<file path="src/hdl/assert_macros.svh">
// ----------------------------------------------------------------------------
// assert_macros.svh
// shared concurrent assertion macros for the note trigger decoder
// ----------------------------------------------------------------------------
`ifndef ASSERT_MACROS_SVH
`define ASSERT_MACROS_SVH

// condition must hold on every clock edge out of reset
`define ASSERT_ALWAYS(label, clk, rst_n, cond) \
  label: assert property (@(posedge clk) disable iff (!(rst_n)) (cond)) \
    else $error("assertion failed: invariant");

// antecedent on one edge implies consequent on the next
`define ASSERT_NEXT(label, clk, rst_n, ante, cons) \
  label: assert property (@(posedge clk) disable iff (!(rst_n)) (ante) |=> (cons)) \
    else $error("assertion failed: next-cycle implication");

`endif

</file>
<file path="src/hdl/mntd_pkg.sv">
// ----------------------------------------------------------------------------
// mntd_pkg
// shared types, constants and helpers of the note trigger decoder
// ----------------------------------------------------------------------------
package mntd_pkg;

  localparam int NUM_TRACKS  = 16;
  localparam int TRK_W       = 4;
  localparam int NOTE_W      = 8;
  localparam int CFG_IDX_W   = 2;
  localparam int CFG_DATA_W  = 64;
  localparam int QUEUE_DEPTH = 4;
  localparam int QPTR_W      = $clog2(QUEUE_DEPTH);
  localparam int QCNT_W      = $clog2(QUEUE_DEPTH + 1);

  // high nibble of the status byte
  localparam logic [3:0] KIND_NOTE_OFF = 4'h8;
  localparam logic [3:0] KIND_NOTE_ON  = 4'h9;

  // configuration register indexes
  localparam logic [CFG_IDX_W-1:0] CFG_LISTEN_CHANNEL   = 2'd0;
  localparam logic [CFG_IDX_W-1:0] CFG_TRACK_NOTES_LOW  = 2'd1;
  localparam logic [CFG_IDX_W-1:0] CFG_TRACK_NOTES_HIGH = 2'd2;

  typedef logic [NUM_TRACKS-1:0] track_mask_t;

  typedef struct packed {
    logic not_full;
    logic not_empty;
  } q_stat_t;

  // index of the lowest set bit, zero when none
  function automatic logic [TRK_W-1:0] lowest_set(input track_mask_t m);
    logic [TRK_W-1:0] idx;
    idx = '0;
    for (int i = NUM_TRACKS - 1; i >= 0; i--) begin
      if (m[i]) begin
        idx = TRK_W'(i);
      end
    end
    return idx;
  endfunction

endpackage

</file>
<file path="src/hdl/mntd_front.sv">
// ----------------------------------------------------------------------------
// mntd_front
// byte parser: running status tracking and trigger note match
// ----------------------------------------------------------------------------
module mntd_front (
  input  logic                             clk,
  input  logic                             rst_n,
  input  logic                             in_valid,
  output logic                             in_ready,
  input  logic [7:0]                       in_rx_byte,
  input  logic [3:0]                       listen_channel,
  input  logic [mntd_pkg::CFG_DATA_W-1:0]  track_notes_low,
  input  logic [mntd_pkg::CFG_DATA_W-1:0]  track_notes_high,
  input  mntd_pkg::q_stat_t                q_stat,
  output logic                             push,
  output mntd_pkg::track_mask_t            push_mask
);
  import mntd_pkg::*;

  typedef enum logic [1:0] {
    PH_IDLE,
    PH_NOTE,
    PH_VEL
  } phase_t;

  phase_t                   phase_r, phase_nxt;
  logic [7:0]               status_r, status_nxt;
  logic [NOTE_W-1:0]        note_r, note_nxt;
  logic [2*CFG_DATA_W-1:0]  notes_all;
  track_mask_t              match;
  logic                     accept;
  logic                     is_status;
  logic                     fire;

  assign in_ready  = q_stat.not_full;
  assign accept    = in_valid && in_ready;
  assign notes_all = {track_notes_high, track_notes_low};
  assign is_status = (in_rx_byte[7:4] == KIND_NOTE_ON) || (in_rx_byte[7:4] == KIND_NOTE_OFF);

  // compare held note against every track's trigger note
  always_comb begin
    for (int t = 0; t < NUM_TRACKS; t++) begin
      match[t] = (notes_all[NOTE_W*t +: NOTE_W] == note_r);
    end
  end

  always_comb begin
    phase_nxt  = phase_r;
    status_nxt = status_r;
    note_nxt   = note_r;
    fire       = 1'b0;
    if (accept) begin
      if (is_status) begin
        status_nxt = in_rx_byte;
        phase_nxt  = PH_NOTE;
      end else begin
        case (phase_r)
          PH_NOTE: begin
            note_nxt  = in_rx_byte;
            phase_nxt = PH_VEL;
          end
          PH_VEL: begin
            phase_nxt = PH_NOTE;
            fire      = (status_r[7:4] == KIND_NOTE_ON) && (in_rx_byte != 8'd0) &&
                        (status_r[3:0] == listen_channel);
          end
          default: begin
            phase_nxt = phase_r;
          end
        endcase
      end
    end
  end

  // only messages that hit at least one track reach the queue
  assign push      = fire && (|match);
  assign push_mask = match;

  always_ff @(posedge clk) begin
    if (!rst_n) begin
      phase_r  <= PH_IDLE;
      status_r <= '0;
      note_r   <= '0;
    end else begin
      phase_r  <= phase_nxt;
      status_r <= status_nxt;
      note_r   <= note_nxt;
    end
  end

endmodule

</file>
<file path="src/hdl/mntd_queue.sv">
// ----------------------------------------------------------------------------
// mntd_queue
// short fifo of track match masks between parser and emitter
// ----------------------------------------------------------------------------
module mntd_queue (
  input  logic                  clk,
  input  logic                  rst_n,
  input  logic                  push,
  input  mntd_pkg::track_mask_t push_mask,
  input  logic                  pop,
  output mntd_pkg::track_mask_t head_mask,
  output mntd_pkg::q_stat_t     q_stat
);
  import mntd_pkg::*;

  track_mask_t       slot_r [QUEUE_DEPTH];
  logic [QPTR_W-1:0] wr_ptr_r, wr_ptr_nxt;
  logic [QPTR_W-1:0] rd_ptr_r, rd_ptr_nxt;
  logic [QCNT_W-1:0] count_r, count_nxt;

  assign head_mask        = slot_r[rd_ptr_r];
  assign q_stat.not_full  = (count_r != QCNT_W'(QUEUE_DEPTH));
  assign q_stat.not_empty = (count_r != '0);

  always_comb begin
    wr_ptr_nxt = push ? wr_ptr_r + 1'b1 : wr_ptr_r;
    rd_ptr_nxt = pop ? rd_ptr_r + 1'b1 : rd_ptr_r;
    count_nxt  = count_r;
    if (push && !pop) begin
      count_nxt = count_r + 1'b1;
    end else if (pop && !push) begin
      count_nxt = count_r - 1'b1;
    end
  end

  always_ff @(posedge clk) begin
    if (push) begin
      slot_r[wr_ptr_r] <= push_mask;
    end
  end

  always_ff @(posedge clk) begin
    if (!rst_n) begin
      wr_ptr_r <= '0;
      rd_ptr_r <= '0;
      count_r  <= '0;
    end else begin
      wr_ptr_r <= wr_ptr_nxt;
      rd_ptr_r <= rd_ptr_nxt;
      count_r  <= count_nxt;
    end
  end

endmodule

</file>
<file path="src/hdl/mntd_back.sv">
// ----------------------------------------------------------------------------
// mntd_back
// trigger emitter: walks a match mask from track 0 upwards, while out_ready allows one word a cycle
// ----------------------------------------------------------------------------
module mntd_back (
  input  logic                         clk,
  input  logic                         rst_n,
  input  mntd_pkg::track_mask_t        head_mask,
  input  mntd_pkg::q_stat_t            q_stat,
  output logic                         pop,
  output logic                         out_valid,
  input  logic                         out_ready,
  output logic [mntd_pkg::TRK_W-1:0]   out_track_index,
  output logic                         out_last_of_run
);
  import mntd_pkg::*;

  track_mask_t       run_r, run_nxt;
  logic              valid_r, valid_nxt;
  logic [TRK_W-1:0]  track_r, track_nxt;
  logic              last_r, last_nxt;
  track_mask_t       src;
  track_mask_t       rest;
  logic              advance;
  logic              have_src;

  assign advance  = !valid_r || out_ready;
  assign have_src = (run_r != '0) || q_stat.not_empty;
  // unfinished run first, else the next queued mask
  assign src      = (run_r != '0) ? run_r : head_mask;
  assign rest     = src & (src - 1'b1);
  assign pop      = advance && (run_r == '0) && q_stat.not_empty;

  always_comb begin
    run_nxt   = run_r;
    valid_nxt = valid_r;
    track_nxt = track_r;
    last_nxt  = last_r;
    if (advance) begin
      valid_nxt = have_src;
      if (have_src) begin
        track_nxt = lowest_set(src);
        last_nxt  = (rest == '0);
        run_nxt   = rest;
      end
    end
  end

  always_ff @(posedge clk) begin
    if (!rst_n) begin
      run_r   <= '0;
      valid_r <= 1'b0;
    end else begin
      run_r   <= run_nxt;
      valid_r <= valid_nxt;
    end
  end

  always_ff @(posedge clk) begin
    track_r <= track_nxt;
    last_r  <= last_nxt;
  end

  assign out_valid       = valid_r;
  assign out_track_index = track_r;
  assign out_last_of_run = last_r;

endmodule

</file>
<file path="src/hdl/midi_note_trigger_decoder.sv">
// a completing velocity byte's mask is queued, then the emitter registers its first word
// throughput: one byte word accepted per cycle while the four-entry match queue has room
// a triggering message drains one track word per cycle while out_ready is high, one per track
// reset: synchronous active-low rst_n clears phase, held status, queue and config registers
// ----------------------------------------------------------------------------
// midi_note_trigger_decoder
// parses received note status/data bytes with running status and emits one
// trigger word per track whose note matches a note-on on the listened channel
// ----------------------------------------------------------------------------
`include "assert_macros.svh"

module midi_note_trigger_decoder (
  input  logic                             clk,
  input  logic                             rst_n,
  // byte input channel
  input  logic                             in_valid,
  output logic                             in_ready,
  input  logic [7:0]                       in_rx_byte,
  // trigger output channel
  output logic                             out_valid,
  input  logic                             out_ready,
  output logic [mntd_pkg::TRK_W-1:0]       out_track_index,
  output logic                             out_last_of_run,
  // configuration write channel
  input  logic                             cfg_valid,
  output logic                             cfg_ready,
  input  logic [mntd_pkg::CFG_IDX_W-1:0]   cfg_index,
  input  logic [mntd_pkg::CFG_DATA_W-1:0]  cfg_data
);
  import mntd_pkg::*;

  // configuration registers
  logic [3:0]             listen_channel_r;
  logic [CFG_DATA_W-1:0]  track_notes_low_r;
  logic [CFG_DATA_W-1:0]  track_notes_high_r;
  logic                   cfg_we;

  // front to queue to back
  logic         push;
  track_mask_t  push_mask;
  logic         pop;
  track_mask_t  head_mask;
  q_stat_t      q_stat;

  // writes are always taken; indexes past the list are dropped
  assign cfg_ready = 1'b1;
  assign cfg_we    = cfg_valid && cfg_ready;

  always_ff @(posedge clk) begin
    if (!rst_n) begin
      listen_channel_r   <= '0;
      track_notes_low_r  <= '0;
      track_notes_high_r <= '0;
    end else if (cfg_we) begin
      case (cfg_index)
        CFG_LISTEN_CHANNEL:   listen_channel_r   <= cfg_data[3:0];
        CFG_TRACK_NOTES_LOW:  track_notes_low_r  <= cfg_data;
        CFG_TRACK_NOTES_HIGH: track_notes_high_r <= cfg_data;
        default: begin
          listen_channel_r <= listen_channel_r;
        end
      endcase
    end
  end

  // front: status tracking and note match, pushes a mask per triggering message
  mntd_front u_front (
    .clk              (clk),
    .rst_n            (rst_n),
    .in_valid         (in_valid),
    .in_ready         (in_ready),
    .in_rx_byte       (in_rx_byte),
    .listen_channel   (listen_channel_r),
    .track_notes_low  (track_notes_low_r),
    .track_notes_high (track_notes_high_r),
    .q_stat           (q_stat),
    .push             (push),
    .push_mask        (push_mask)
  );

  // decoupling queue of match masks
  mntd_queue u_queue (
    .clk       (clk),
    .rst_n     (rst_n),
    .push      (push),
    .push_mask (push_mask),
    .pop       (pop),
    .head_mask (head_mask),
    .q_stat    (q_stat)
  );

  // back: one trigger word per matching track, ascending
  mntd_back u_back (
    .clk             (clk),
    .rst_n           (rst_n),
    .head_mask       (head_mask),
    .q_stat          (q_stat),
    .pop             (pop),
    .out_valid       (out_valid),
    .out_ready       (out_ready),
    .out_track_index (out_track_index),
    .out_last_of_run (out_last_of_run)
  );

  // the parser never pushes into a full queue
  `ASSERT_ALWAYS(a_no_overflow, clk, rst_n, !push || q_stat.not_full)
  // the emitter never pops an empty queue
  `ASSERT_ALWAYS(a_no_underflow, clk, rst_n, !pop || q_stat.not_empty)
  // a word that is not the last of its run is followed by another at once
  `ASSERT_NEXT(a_run_continues, clk, rst_n,
    out_valid && out_ready && !out_last_of_run, out_valid)
  // tracks within a run come out in ascending order
  `ASSERT_NEXT(a_run_ascends, clk, rst_n,
    out_valid && out_ready && !out_last_of_run,
    out_track_index > $past(out_track_index))

endmodule

</file>
<file path="config.mk">
export PLATFORM = sky130hd
export DESIGN_NAME = midi_note_trigger_decoder
export DESIGN_NICKNAME = d
export VERILOG_FILES = /design/src/hdl/mntd_pkg.sv /design/src/hdl/mntd_front.sv /design/src/hdl/mntd_queue.sv /design/src/hdl/mntd_back.sv /design/src/hdl/midi_note_trigger_decoder.sv
export VERILOG_INCLUDE_DIRS = /design/src /design/src/hdl
export SDC_FILE = /design/constraint.sdc
export NUM_CORES = 1
export LEC_CHECK = 0
export ABC_AREA = 1
export BUFFER_PORTS_ARGS = -buffer_cell sky130_fd_sc_hd__clkbuf_2
export CELL_PAD_IN_SITES_DETAIL_PLACEMENT = 1
export CELL_PAD_IN_SITES_GLOBAL_PLACEMENT = 1
export CORE_MARGIN = 2
export CORE_UTILIZATION = 40
export DETAILED_ROUTE_END_ITERATION = 7
export PLACE_DENSITY_LB_ADDON = 0.12
export SLEW_MARGIN = 20
export SYNTH_ARGS = -nofsm -noshare
export SYNTH_HDL_FRONTEND = slang
export SYNTH_SLANG_ARGS = --single-unit
</file>
<file path="constraint.sdc">
create_clock -name clk -period 5.4 [get_ports clk]
set_input_delay 0.54 -clock clk [delete_from_list [all_inputs] [get_ports clk]]
set_output_delay 0.54 -clock clk [all_outputs]
set_load 0.01 [all_outputs]
</file>
==> summary.md <==
| Metric | Value |
|---|---|
| Status | `finished clean` |
| Yosys reg bits | `about 240` |
| Peak VDD IR | `between 0.2 and 0.25 mV` |
| CTS Buffer Depth | `3` |
| Root Buffer | `clkbuf_16` |
| Fmax | `about 250 MHz` |
| DRC viols | `0` |
| Number of flops mapped to enable cells by yosys | `69` |
| Largest family of logic cells by synthesized area | `simple AND/OR/NAND/NOR gates` |
| Die width | `~170 um` |
| Post-route ant nets | `0` |
| Clock-pin slew on the worst setup and hold paths | `about 0.06 ns` |
| Die area | `a little under 30000 um^2` |
| Syn Area/Cell | `8.111 um^2` |
| Total Power | `approximately 5.4 mW` |
| P per Cell Area | `between 400 and 500 nW/um^2` |
| Syn. warnings | `0` |
| Max-slew violation count | `0` |
| FP Rows | `between 60 and 70` |
| Synth Area in Compound Gates | `15.31%` |
| CTS H-Tree Depth | `1` |
| Critical Path RT | `5.64 ns` |
| MaxCap Viol Count | `0` |
| ANT cells | `0` |
| Critical path data arrival time | `around 4.2 ns` |
| Crit-path max FO | `16` |
| RSZ-0062 raised after global routing | `false` |
| Worst-Margin Slew | `1.083 ns` |
| Syn_nets | `1475` |
| Initial antenna violation count | `0` |
| Async SR Flop Fraction | `0%` |
| Multiplexer share of the synthesized area | `0.2112%` |
| Wirelength per Cell | `17.91 um` |
| Fin Setup TNS | `0 ns` |
| Final setup vio count | `0` |
| Synth cell count leaders | `235 x nor2_1, 181 x o21ai_0, 175 x dfxtp_1` |
| Post-synthesis xor/xnor area fraction | `5.912%` |
| Final worst path period need | `between 3 and 4 ns` |
| Final Cycle Share | `73.83%` |
| Synth-to-Final Area Change | `14.04%` |
| Top_reg_cell synth | `dfxtp_1` |
| DIE HEIGHT | `approximately 170 um` |
| Starting Density | `between 40% and 50%` |
| Synth top area cells | `dfxtp_1 31%, edfxtp_1 18%, o21ai_0 8.0%, nor2_1 7.8%, a21oi_1 5.0%` |
| Final wirelength | `about 33000 um` |
| Final core utilization | `a little under half` |
| Area leader, netlist | `dfxtp_1` |
| Drt pass-1 iters | `4` |
| Setup crit start kind | `flip-flop` |
| Post-CTS Resized | `0` |
| Ports | `87` |
| Hold crit path type | `input pin to flip-flop` |
| Cells after Synth | `approximately 1400` |
| Final net count | `around 1500` |
| HPWL Detailed | `23290 um` |
| Cell Area, Synth | `approximately 11000 um^2` |
| Seq/Total Area, Yosys | `around half` |
| Vias in the first global route | `9489` |
| Adder-Cell Fraction of Synth Area | `0.9558%` |
| CTS tree | `done` |
| Total congestion overflow | `0` |
| Clock Skew | `roughly 0.016 ns` |
| Drt initial violations | `slightly above 400` |
| Worst slew margin | `around 28%` |
| Post-Synth Simple-Gate Area | `roughly a fifth` |
| Final Hold Fails | `0` |
| Layout cell share with drive strength beyond 1 | `about 14%` |
| Pleak | `between 5 and 6 nW` |
| Top-count cell post-synth | `nor2_1` |
| Yosys cell types | `44` |
| First-pass GRT wire length | `52220 um` |
| CORE AREA | `approximately 28000 um^2` |
| Clock sinks | `~240` |
| PortBufs | `85` |
| GPL Wtd Cong | `about 0.84` |
| Largest net degree at the start of global routing | `81` |
| Buffer count from post-CTS setup fixing | `0` |
| Synth top area share | `31.12%` |
| Fillers | `about 3400` |
| Total number of vias | `between 9000 and 10000` |
| Later-pin clock latency in the skew report | `about 0.55 ns` |
| CTS Buf Count | `28` |
| GRT Overall Usage | `a little under a quarter` |
| Post-CTS Hold Buffers | `0` |
| Crit. End Element | `flip-flop` |
| Crit path kind | `flip-flop to flip-flop` |
| Via/cell ratio | `5.013` |
[logic make-up (layout without fill, tap and decap cells)]
group | Yosys count | after routing
AOI/OAI and AO/OA | 333 | 333
xor gates and xnor gates | 76 | 76
adders and majority gates | 8 | 8
buffers and inverters | 227 | 294
DFF | 244 | 244
muxes | 2 | 2
other | 1 | 1
and+or+nand+nor | 497 | 497
[path summary, 6_finish.rpt]
path | from | endpoint | slack, ns | depth (start not counted)
max | u_front.note_r[3]$_SDFFE_PN0P_ | u_queue.slot_r[0][14]$_DFFE_PP_ | 1.41 | 9
min | cfg_data[21] | track_notes_low_r[21]$_SDFFE_PN0P_ | 0.26 | 3
max reg2reg | u_front.note_r[3]$_SDFFE_PN0P_ | u_queue.slot_r[0][14]$_DFFE_PP_ | 1.41 | 9
min reg2reg | u_front.status_r[6]$_SDFFE_PN0P_ | u_front.status_r[6]$_SDFFE_PN0P_ | 0.44 | 2
[report_power, final]
group	internal (mW)	switching, mW	leakage, nW
Sequential	2.06	0.102	2.07
Clock	1.20	0.782	0.489
Combinational	0.395	0.822	2.72
Total	3.66	1.71	5.28
[cells in the final DEF, fill, tap and decap left out, types with 6 or more instances in the layout]
master	Yosys	final
a211oi_1	8	8
a21oi_1	113	113
buf_4	8	11
clkbuf_16	0	33
clkbuf_2	0	84
clkbuf_8	0	8
dfxtp_1	175	172
edfxtp_1	69	69
ha_1	7	7
inv_1	141	141
inv_2	6	6
nand2_1	132	132
nand2_2	14	14
nand3_1	19	17
nand4_1	37	37
nor2_1	235	235
nor2_4	6	6
nor3_1	18	18
nor4_1	6	6
o21ai_0	181	181
o21ai_1	12	12
o22ai_1	11	11
or2_2	22	22
xnor2_1	38	38
xor2_1	38	38
[registers in the layout, indices dropped and copies added (netlist names), named ones only]
register and cells:
u_back.out_track_index 4, u_back.run_r 15, track_notes_low_r 64, u_queue.count_r 3, track_notes_high_r 64, u_back.out_last_of_run 1
u_queue.wr_ptr_r 2, u_queue.rd_ptr_r 2, u_front.note_r 8, listen_channel_r 4, u_front.phase_r 2, u_queue.slot_r 64
u_front.status_r 8, u_back.out_valid 1
[through the flow]
step / worst slack, ns / cell area [um^2] / hold slack [ns] / cells
after floorplan: 2.762 / 11260 / 0.4235 / 1388
after global placement: 1.617 / 11850 / 0.4355 / 1782
after detailed placement: 1.415 / 11850 / 0.4391 / 1782
after CTS: 1.331 / 12840 / 0.2377 / 1833
after global routing: 1.144 / 12840 / 0.2523 / 1833
final: 1.413 / 12840 / 0.2618 / 1833
[layer usage]
metal / wire, um / vias to the layer above / GRT usage (%)
li1: - / 4647 / -
met1: 14680 / 4385 / 28.85
met2: 16320 / 116 / 41.00
met3: 1158 / 41 / 2.830
met4: 672 / 0 / 6.065
met5: 0 / - / 0
[critical path, stage by stage (launching register included)]
cell     delay, ns
dfxtp_1       0.72
inv_1         0.45
nand2_1       0.15
nand4_1       0.12
nor3_1        0.69
nor4_1        0.17
nand3_1       0.17
nand2_2       0.13
nor2_1        0.75
buf_4         0.32
[layout make-up]
class | count | area [um^2] | share of cell area, %
Clock buffer | 45 | 950.9 | 7.407
Clock inverter | 6 | 33.78 | 0.2631
Inverter | 148 | 560.5 | 4.366
Multi-Input combinational cell | 917 | 4738 | 36.91
Sequential cell | 244 | 5579 | 43.46
Tap cell | 378 | 473.0 | 3.684
Timing Repair Buffer | 95 | 503.0 | 3.918
Note: power is estimated with default switching activity, not from simulation.
